<file path="config.mk">
export PLATFORM = sky130hd
export DESIGN_NAME = spfc_front_flat
export DESIGN_NICKNAME = d
export VERILOG_FILES = /design/src/rtl/core/spfc_pkg.sv /design/src/rtl/core/spfc_ifs.sv /design/src/rtl/core/spfc_front.sv /design/src/flat_wrapper.sv
export SDC_FILE = /design/constraint.sdc
export NUM_CORES = 1
export LEC_CHECK = 0
export ABC_CLOCK_PERIOD_IN_PS = 5900
export BUFFER_PORTS_ARGS = -buffer_cell sky130_fd_sc_hd__buf_2
export CORE_ASPECT_RATIO = 0.8
export CORE_MARGIN = 5
export CORE_UTILIZATION = 55
export CTS_BUF_LIST = sky130_fd_sc_hd__clkbuf_4 sky130_fd_sc_hd__clkbuf_8
export DETAILED_ROUTE_END_ITERATION = 6
export HOLD_SLACK_MARGIN = 0.06
export PLACE_DENSITY = 0.78
export SYNTH_ARGS = -nofsm -noshare
export SYNTH_HDL_FRONTEND = slang
export SYNTH_SLANG_ARGS = --single-unit
</file>
<file path="constraint.sdc">
create_clock -name i_clk -period 5.9 [get_ports i_clk]
set_input_delay 0.59 -clock i_clk [delete_from_list [all_inputs] [get_ports i_clk]]
set_output_delay 0.59 -clock i_clk [all_outputs]
set_load 0.02 [all_outputs]
</file>
<file path="src/rtl/core/spfc_pkg.sv">
// shared types and constants of the servo packet framer and checker
package spfc_pkg;

    localparam int QUEUE_DEPTH_DEF = 2;
    localparam int JOB_BYTES       = 6;

    // request selectors
    localparam logic [2:0] REQ_READ      = 3'd0;
    localparam logic [2:0] REQ_WR_START  = 3'd1;
    localparam logic [2:0] REQ_WR_BYTE   = 3'd2;
    localparam logic [2:0] REQ_POS_START = 3'd3;
    localparam logic [2:0] REQ_POS_ENTRY = 3'd4;
    localparam logic [2:0] REQ_REPLY     = 3'd5;

    // verdict codes
    localparam logic [2:0] VD_OK     = 3'd0;
    localparam logic [2:0] VD_LEN    = 3'd1;
    localparam logic [2:0] VD_ECHO   = 3'd2;
    localparam logic [2:0] VD_SUM    = 3'd3;
    localparam logic [2:0] VD_MOTOR  = 3'd4;
    localparam logic [2:0] VD_UNEXP  = 3'd5;

    // frame constants
    localparam logic [7:0] CMD_READ        = 8'h03;
    localparam logic [7:0] CMD_WRITE       = 8'h04;
    localparam logic [7:0] CMD_POS         = 8'h06;
    localparam logic [7:0] OPT_READ        = 8'h83;
    localparam logic [7:0] OPT_WRITE       = 8'h80;
    localparam logic [7:0] OPT_POS         = 8'h00;
    localparam logic [7:0] ECHO_BIT        = 8'h80;
    localparam logic [7:0] READ_FRAME_LEN  = 8'h07;
    localparam logic [7:0] WRITE_HDR_BASE  = 8'h07;
    localparam logic [7:0] POS_HDR_BASE    = 8'h06;
    localparam logic [7:0] WRITE_COUNT_ONE = 8'h01;
    localparam logic [7:0] READ_REPLY_ADD  = 8'd5;
    localparam logic [7:0] WRITE_REPLY_LEN = 8'd5;
    localparam logic [7:0] POS_REPLY_LEN   = 8'd7;

    // frame progress, one-hot
    typedef enum logic [3:0] {
        PF_IDLE  = 4'b0001,
        PF_WRITE = 4'b0010,
        PF_POS   = 4'b0100,
        PF_REPLY = 4'b1000
    } t_pend;

    // work handed from the front to the back
    typedef struct packed {
        logic                           is_verdict;
        logic [2:0]                     n_bytes;
        logic                           add_sum;
        logic                           clr_sum;
        logic [JOB_BYTES-1:0][7:0]      bytes;
        logic [2:0]                     verdict;
        logic [7:0]                     status;
    } t_job;

endpackage

</file>
<file path="src/rtl/core/spfc_ifs.sv">
// request and result channel interfaces
interface spfc_req_if;
    logic               valid;
    logic               ready;
    logic [2:0]         req_type;
    logic [7:0]         motor_id;
    logic [7:0]         reg_addr;
    logic [7:0]         item_count;
    logic [7:0]         data_byte;
    logic signed [15:0] position;
    logic [15:0]        move_time;

    modport source(output valid, req_type, motor_id, reg_addr, item_count, data_byte,
                   position, move_time, input ready);
    modport sink(input valid, req_type, motor_id, reg_addr, item_count, data_byte,
                 position, move_time, output ready);
endinterface


</file>
<file path="src/rtl/core/spfc_front.sv">
// front end: accepts requests, tracks frame and reply state, issues jobs
module spfc_front (
    input  logic          i_clk,
    input  logic          i_rst_n,
    spfc_req_if.sink      i_req,
    input  logic          i_full,
    output logic          o_push,
    output spfc_pkg::t_job o_job
);
    import spfc_pkg::*;

    t_pend      r_pend, n_pend;
    logic [7:0] r_cmd, n_cmd;
    logic [7:0] r_opt, n_opt;
    logic [7:0] r_exp, n_exp;
    logic [7:0] r_items, n_items;
    logic [7:0] r_addr, n_addr;
    logic [15:0] r_time, n_time;
    logic [7:0] r_rx_cnt, n_rx_cnt;
    logic [7:0] r_rx_sum, n_rx_sum;
    logic [7:0] r_rx_len, n_rx_len;
    logic [7:0] r_rx_cmd, n_rx_cmd;
    logic [7:0] r_rx_st, n_rx_st;

    logic       w_acc;
    logic       w_can_start;
    logic [7:0] w_cnt;
    logic [7:0] w_db;
    logic [7:0] w_items_dec;
    logic [7:0] w_read_exp;
    logic [7:0] w_pos_exp;
    logic [7:0] w_len_b, w_cmd_b, w_st_b;
    logic       w_rx_done;
    logic [2:0] w_vd;
    logic [7:0] w_vst;

    assign i_req.ready = !i_full;
    assign w_acc       = i_req.valid && !i_full;
    assign w_can_start = (r_pend == PF_IDLE) || (r_pend == PF_REPLY);
    assign w_cnt       = i_req.item_count;
    assign w_db        = i_req.data_byte;
    assign w_items_dec = r_items - 8'd1;
    assign w_read_exp  = w_cnt + READ_REPLY_ADD;
    assign w_pos_exp   = (w_cnt == 8'd1) ? POS_REPLY_LEN : 8'd0;

    // reply bytes land in their slot before the check looks at them
    assign w_len_b   = (r_rx_cnt == 8'd0) ? w_db : r_rx_len;
    assign w_cmd_b   = (r_rx_cnt == 8'd1) ? w_db : r_rx_cmd;
    assign w_st_b    = (r_rx_cnt == 8'd2) ? w_db : r_rx_st;
    assign w_rx_done = ({1'b0, r_rx_cnt} + 9'd1) >= {1'b0, r_exp};

    always_comb begin
        w_vd  = VD_OK;
        w_vst = 8'd0;
        if (w_len_b != r_exp) begin
            w_vd = VD_LEN;
        end else if (w_cmd_b != (r_cmd | ECHO_BIT)) begin
            w_vd = VD_ECHO;
        end else if (r_rx_sum != w_db) begin
            w_vd = VD_SUM;
        end else if (r_opt == 8'd0 && w_st_b != 8'd0) begin
            w_vd  = VD_MOTOR;
            w_vst = w_st_b;
        end
    end

    always_comb begin
        n_pend   = r_pend;
        n_cmd    = r_cmd;
        n_opt    = r_opt;
        n_exp    = r_exp;
        n_items  = r_items;
        n_addr   = r_addr;
        n_time   = r_time;
        n_rx_cnt = r_rx_cnt;
        n_rx_sum = r_rx_sum;
        n_rx_len = r_rx_len;
        n_rx_cmd = r_rx_cmd;
        n_rx_st  = r_rx_st;
        o_push   = 1'b0;
        o_job    = '0;
        if (w_acc) begin
            unique case (i_req.req_type)
                REQ_READ, REQ_WR_START, REQ_POS_START: begin
                    if (w_can_start) begin
                        o_push        = 1'b1;
                        o_job.clr_sum = 1'b1;
                        n_rx_cnt      = 8'd0;
                        n_rx_sum      = 8'd0;
                        n_rx_len      = 8'd0;
                        n_rx_cmd      = 8'd0;
                        n_rx_st       = 8'd0;
                        if (i_req.req_type == REQ_READ) begin
                            n_cmd         = CMD_READ;
                            n_opt         = OPT_READ;
                            n_exp         = w_read_exp;
                            o_job.bytes   = {w_cnt, i_req.reg_addr, i_req.motor_id,
                                             OPT_READ, CMD_READ, READ_FRAME_LEN};
                            o_job.n_bytes = 3'd6;
                            o_job.add_sum = 1'b1;
                            n_pend        = (w_read_exp != 8'd0) ? PF_REPLY : PF_IDLE;
                        end else if (i_req.req_type == REQ_WR_START) begin
                            n_cmd         = CMD_WRITE;
                            n_opt         = OPT_WRITE;
                            n_exp         = WRITE_REPLY_LEN;
                            n_addr        = i_req.reg_addr;
                            n_items       = w_cnt;
                            o_job.bytes   = {WRITE_COUNT_ONE, i_req.reg_addr, i_req.motor_id,
                                             OPT_WRITE, CMD_WRITE, WRITE_HDR_BASE + w_cnt};
                            if (w_cnt == 8'd0) begin
                                o_job.n_bytes = 3'd6;
                                o_job.add_sum = 1'b1;
                                n_pend        = PF_REPLY;
                            end else begin
                                o_job.n_bytes = 3'd4;
                                n_pend        = PF_WRITE;
                            end
                        end else begin
                            n_cmd         = CMD_POS;
                            n_opt         = OPT_POS;
                            n_exp         = w_pos_exp;
                            n_time        = i_req.move_time;
                            n_items       = w_cnt;
                            o_job.bytes   = {8'd0, i_req.move_time[15:8], i_req.move_time[7:0],
                                             OPT_POS, CMD_POS,
                                             POS_HDR_BASE + {w_cnt[6:0], 1'b0} + w_cnt};
                            if (w_cnt == 8'd0) begin
                                o_job.n_bytes = 3'd5;
                                o_job.add_sum = 1'b1;
                                n_pend        = PF_IDLE;
                            end else begin
                                o_job.n_bytes = 3'd3;
                                n_pend        = PF_POS;
                            end
                        end
                    end
                end
                REQ_WR_BYTE: begin
                    if (r_pend == PF_WRITE) begin
                        o_push      = 1'b1;
                        n_items     = w_items_dec;
                        o_job.bytes = {16'd0, 8'd0, WRITE_COUNT_ONE, r_addr, w_db};
                        if (w_items_dec == 8'd0) begin
                            o_job.n_bytes = 3'd3;
                            o_job.add_sum = 1'b1;
                            n_pend        = (r_exp != 8'd0) ? PF_REPLY : PF_IDLE;
                        end else begin
                            o_job.n_bytes = 3'd1;
                        end
                    end
                end
                REQ_POS_ENTRY: begin
                    if (r_pend == PF_POS) begin
                        o_push      = 1'b1;
                        n_items     = w_items_dec;
                        o_job.bytes = {8'd0, r_time[15:8], r_time[7:0],
                                       i_req.position[15:8], i_req.position[7:0],
                                       i_req.motor_id};
                        if (w_items_dec == 8'd0) begin
                            o_job.n_bytes = 3'd5;
                            o_job.add_sum = 1'b1;
                            n_pend        = (r_exp != 8'd0) ? PF_REPLY : PF_IDLE;
                        end else begin
                            o_job.n_bytes = 3'd3;
                        end
                    end
                end
                REQ_REPLY: begin
                    o_push           = 1'b1;
                    o_job.is_verdict = 1'b1;
                    if (r_pend != PF_REPLY) begin
                        o_job.verdict = VD_UNEXP;
                    end else begin
                        n_rx_len = w_len_b;
                        n_rx_cmd = w_cmd_b;
                        n_rx_st  = w_st_b;
                        n_rx_cnt = r_rx_cnt + 8'd1;
                        if (w_rx_done) begin
                            o_job.verdict = w_vd;
                            o_job.status  = w_vst;
                            n_pend        = PF_IDLE;
                        end else begin
                            o_push   = 1'b0;
                            n_rx_sum = r_rx_sum + w_db;
                        end
                    end
                end
                default: begin
                end
            endcase
        end
    end

    always_ff @(posedge i_clk) begin
        if (!i_rst_n) begin
            r_pend   <= PF_IDLE;
            r_cmd    <= 8'd0;
            r_opt    <= 8'd0;
            r_exp    <= 8'd0;
            r_items  <= 8'd0;
            r_addr   <= 8'd0;
            r_time   <= 16'd0;
            r_rx_cnt <= 8'd0;
            r_rx_sum <= 8'd0;
            r_rx_len <= 8'd0;
            r_rx_cmd <= 8'd0;
            r_rx_st  <= 8'd0;
        end else begin
            r_pend   <= n_pend;
            r_cmd    <= n_cmd;
            r_opt    <= n_opt;
            r_exp    <= n_exp;
            r_items  <= n_items;
            r_addr   <= n_addr;
            r_time   <= n_time;
            r_rx_cnt <= n_rx_cnt;
            r_rx_sum <= n_rx_sum;
            r_rx_len <= n_rx_len;
            r_rx_cmd <= n_rx_cmd;
            r_rx_st  <= n_rx_st;
        end
    end

    // a reply is only awaited with a nonzero length
    a_reply_len: assert property (@(posedge i_clk) disable iff (!i_rst_n)
        r_pend == PF_REPLY |-> r_exp != 8'd0)
        else $error("awaiting reply with zero length");

    // an open frame always has entries left
    a_items_open: assert property (@(posedge i_clk) disable iff (!i_rst_n)
        (r_pend == PF_WRITE || r_pend == PF_POS) |-> r_items != 8'd0)
        else $error("open frame with no entries left");

endmodule

</file>
<file path="src/flat_wrapper.sv">
// flat-port wrapper written by rule: the top's interface ports become plain ports
module spfc_front_flat import spfc_pkg::*;
  (i_clk, i_rst_n, i_full, o_push, o_job, i_req_valid, i_req_req_type, i_req_motor_id, i_req_reg_addr, i_req_item_count, i_req_data_byte, i_req_position, i_req_move_time, i_req_ready);
  spfc_req_if i_req_i ();
  input  logic i_clk;
  input  logic i_rst_n;
  input  logic i_full;
  output logic o_push;
  output spfc_pkg::t_job o_job;
  input wire logic [$bits(i_req_i.valid)-1:0] i_req_valid;
  input wire logic [$bits(i_req_i.req_type)-1:0] i_req_req_type;
  input wire logic [$bits(i_req_i.motor_id)-1:0] i_req_motor_id;
  input wire logic [$bits(i_req_i.reg_addr)-1:0] i_req_reg_addr;
  input wire logic [$bits(i_req_i.item_count)-1:0] i_req_item_count;
  input wire logic [$bits(i_req_i.data_byte)-1:0] i_req_data_byte;
  input wire logic [$bits(i_req_i.position)-1:0] i_req_position;
  input wire logic [$bits(i_req_i.move_time)-1:0] i_req_move_time;
  output wire logic [$bits(i_req_i.ready)-1:0] i_req_ready;
  assign i_req_i.valid = i_req_valid;
  assign i_req_i.req_type = i_req_req_type;
  assign i_req_i.motor_id = i_req_motor_id;
  assign i_req_i.reg_addr = i_req_reg_addr;
  assign i_req_i.item_count = i_req_item_count;
  assign i_req_i.data_byte = i_req_data_byte;
  assign i_req_i.position = i_req_position;
  assign i_req_i.move_time = i_req_move_time;
  assign i_req_ready = i_req_i.ready;
  spfc_front u_core (.i_clk(i_clk), .i_rst_n(i_rst_n), .i_req(i_req_i), .i_full(i_full), .o_push(o_push), .o_job(o_job));
endmodule
</file>
==> out/qor.txt <==
Standard-cell row count -> 35
Remaining DRCs -> 0
Root cell of the clock tree -> clkbuf_8
Overall fraction of global-route tracks in use -> 28.04%
Critical R2R Capture -> u_core.r_rx_sum[4]$_SDFFE_PN0P_
Overall die area -> 13800 um2
Power per Cell Area -> 183.2 nW/um2
Clock transition time at the flip-flop clock pins of the worst setup and hold paths -> 0.10 ns
Synth top area cells -> dfxtp_1 28%, ha_1 8.9%, a21oi_1 7.8%
Synth Area in Compound Gates -> 25.03%
Buffers plus inverters on the worst setup path -> 1
Post-synthesis adder-cell area fraction -> 9.501%
Residual antenna-violating net count after detailed routing -> 0
Weighted congestion at the end of routability-driven global placement -> 0.9144
Hold/Removal Path Class -> input port to register
FFs w/ async S/R, synth -> 0%
Syn nets -> 967
Hold Violations, Final -> 0
Cell with the most instances on the worst path -> ha_1
Most common library cell in the layout ignoring fill and taps -> buf_2
CP Class -> register to output pin
Max Cap Violations -> 0
Worst-path cell chain -> ha_1 > nand3_1 > or2_2 > xnor2_1 > ha_1 > a21oi_1 > a21boi_0 > a311oi_1 > and2_1 > or4_1 > nor3_1 > buf_2
Xor and xnor fraction of the mapped netlist area -> 7.313%
DRT Pass-1 Iters -> 5
Startpoint Class -> register
Quantity of hold-fixing buffers added after cts -> 0
Yosys cell types -> 67
Combinational family with the most area after synthesis -> compound AO/OA/AOI/OAI gates
Cell taking the most area after synthesis -> dfxtp_1
Critical register-to-register path startpoint -> u_core.r_rx_cnt[0]$_SDFFE_PN0P_
Crit path arrival time -> 3.81 ns
Portion of netlist area occupied by mux cells -> 2.227%
Post-detail-place hpwl -> 14880 um
Endpoint of the worst hold-timing path -> u_core.r_time[7]$_SDFFE_PN0P_
Congestion Overflow GR -> 0
Worst R2R Path Depth -> 11
Antenna violations before repair -> 0
Worst hold start -> i_req_move_time[7]
Area of the core -> 11390 um2
Wire length per cell after detailed routing -> 17.68 um
Largest net degree at the start of global routing -> 45
Worst Setup End Kind -> output pin
Synthesized area -> 6347 um2
Number of synthesized flops with an enable pin -> 0
Ant. Diodes -> 0
Number of top-level pins -> 138
Peak supply drop -> 122.4 uV
Later-pin clock latency in the skew report -> 0.38 ns
Storage cell area -> 1762 um2
Flop2flop setup slack -> 2.22 ns
Maximum root-to-sink buffer count -> 2
Area of combinational cells with multiple inputs -> 4272 um2
Total of fill cells in the finished design -> 1057
Via count -> 6697
Ys flop type -> dfxtp_1
Share of synthesized area occupied by flip-flops and latches -> 27.75%
Effective utilization at floorplan -> 55.75%
Final Max Slew Viols -> 0
Wire length after detailed routing -> 19580 um
Setup repair after global routing missed its margin -> no
Highest clock frequency the design can meet -> 227.1 MHz
First-pass GRT wire length -> 31150 um
Via count normalized by instance count -> 6.044
Worst Hold Depth -> 3
Avg Synthesized Cell Area -> 7.476 um2
Area growth from synthesis to layout -> 14.96%
Post-synthesis register bit count -> 88
Number of buffers created by CTS -> 9
Crit path max-delay cell type -> or4_1
First-iteration detailed-routing DRC count -> 739
Number of levels the H-tree was split into -> 3
Post-cts resize count -> 0
Clock period minus worst slack -> 4.404 ns
Number of standard cells after synthesis -> 849
Slew headroom -> 19.19%
Kind of cell adding the most delay to the critical path -> simple AND/OR/NAND/NOR gates
Number of clock sinks -> 88
Count of nets after finishing -> 1074
Die Wd -> 130.1 um
Die Y-Extent -> 106.1 um
Summed negative setup slack over all endpoints -> 0 ns
Count of port buffers added during placement -> 137
Transition time at the pin with the least slew margin -> 1.204 ns
Status -> completed
Post-route clock skew -> 0.01730 ns
Count of endpoints failing setup in the final report -> 0
Data required time of the critical path -> 5.31 ns
Post-CTS Repair Setup Buffers -> 0
CTS tree -> done
Critical Path Fanout Max -> 9
Final cell utilization of the core -> 64.09%
Most used cells in the layout excluding fill and tap cells -> 137 x buf_2, 130 x nand2_1, 99 x a21oi_1
Post-route clock period utilization -> 74.64%
Delay of the slowest cell on the worst path -> 0.68 ns
Synthesized-area fraction occupied by and/or/nand/nor cells -> 23.00%
Leak pwr -> 3.085 nW
Layout cell share with drive strength beyond 1 -> 17.92%
Fraction of synthesized cell area taken by the top area cell type -> 27.75%
Count of yosys warnings during synthesis -> 0
Via count of the first global-routing pass -> 6004
-- logic make-up (layout without fill, tap and decap cells) --
| logic type | Yosys count | count (layout) |
|---|---|---|
| muxes | 14 | 14 |
| and+or+nand+nor | 318 | 318 |
| xor gates and xnor gates | 53 | 53 |
| buffers and inverters | 83 | 194 |
| DFF | 88 | 88 |
| adders and majority gates | 47 | 47 |
| AOI/OAI and AO/OA | 246 | 246 |
-- registers in the layout, summed over array words and instances (netlist names) --
| signal | count |
|---|---|
| u_core.r_addr | 8 |
| u_core.r_opt | 1 |
| u_core.r_time | 16 |
| u_core.r_cmd | 3 |
| u_core.r_exp | 8 |
| u_core.r_items | 8 |
| u_core.r_rx_cmd | 8 |
| u_core.r_rx_cnt | 8 |
| u_core.r_rx_len | 8 |
| u_core.r_rx_st | 8 |
| u_core.r_pend | 4 |
| u_core.r_rx_sum | 8 |
-- worst max-delay path by stage --
stage | from | endpoint | slack [ns] | cells after the start
2_1_floorplan | u_core.r_rx_cnt[0]$_SDFFE_PN0P_ | o_job[0] | 2.10 | 12
3_3_place_gp | u_core.r_rx_cnt[0]$_SDFFE_PN0P_ | o_job[2] | 1.98 | 12
3_5_place_dp | u_core.r_rx_cnt[0]$_SDFFE_PN0P_ | o_job[2] | 1.91 | 12
4_1_cts | u_core.r_rx_cnt[0]$_SDFFE_PN0P_ | o_job[2] | 1.49 | 12
5_1_grt | u_core.r_rx_cnt[0]$_SDFFE_PN0P_ | o_job[2] | 1.26 | 12
6_report | u_core.r_rx_cnt[0]$_SDFFE_PN0P_ | o_job[2] | 1.50 | 12
-- power breakdown --
group | internal [mW] | leakage (nW) | switching [mW]
clock | 0.239 | 0.102 | 0.238
sequential | 0.601 | 0.710 | 0.00774
combinational | 0.0888 | 2.27 | 0.162
-- worst register-to-register path, cell delays in order, from the launching register on --
cell and delay [ns]:
dfxtp_1 0.44, ha_1 0.26, nand3_1 0.20, or2_2 0.38, xnor2_1 0.14, ha_1 0.33
a21oi_1 0.13, a21boi_0 0.09, a311oi_1 0.57, a41oi_1 0.25, nor3_2 0.58, mux2i_1 0.25
-- Yosys cell counts, types with 3 or more instances --
library cell,count
a211oi_1,9
a21o_1,5
a21oi_1,99
a221oi_1,5
a22o_1,26
a22oi_1,27
a311oi_1,3
a31oi_1,5
and3_1,10
buf_2,4
clkbuf_1,39
dfxtp_1,88
ha_1,45
inv_1,36
mux2i_1,13
nand2_1,130
nand2b_1,6
nand3_1,23
nand4_1,8
nor2_1,78
nor2b_1,5
nor3_1,26
nor4_1,6
o211ai_1,5
o21a_1,4
o21ai_0,31
o21ai_1,3
or4_1,7
xnor2_1,32
xor2_1,21
-- final cells by class --
| class | count | area share [%] |
|---|---|---|
| clock buffers | 9 | 1.698 |
| multi-input cells | 678 | 58.54 |
| inverters | 37 | 1.903 |
| repair buffers | 142 | 9.911 |
| clock inverters | 6 | 1.269 |
| well taps | 148 | 2.538 |
| flip-flops and latches | 88 | 24.14 |
-- through the flow --
| stage | std cells | power [mW] | hold WS, ns | cell area, um2 | setup WS [ns] |
|---|---|---|---|---|---|
| 6_report | 1108 | 1.337 | 0.4470 | 7297 | 1.496 |
| 5_1_grt | 1108 | 1.391 | 0.4420 | 7297 | 1.256 |
| 4_1_cts | 1108 | 1.336 | 0.4424 | 7297 | 1.492 |
| 3_5_place_dp | 1093 | 0.8674 | 0.4492 | 7081 | 1.910 |
| 3_3_place_gp | 1093 | 0.8644 | 0.4421 | 7081 | 1.980 |
| 2_1_floorplan | 849 | 0.7831 | 0.4360 | 6347 | 2.101 |
-- layer usage --
layer / GRT usage, % / vias up / part of all wire, %
met5: 0 / - / 0
met4: 8.531 / 0 / 2.2
met3: 4.470 / 42 / 7.8
met2: 40.56 / 268 / 43
met1: 42.33 / 3143 / 47
li1: - / 3244 / -
Note: power is estimated with default switching activity, not from simulation.
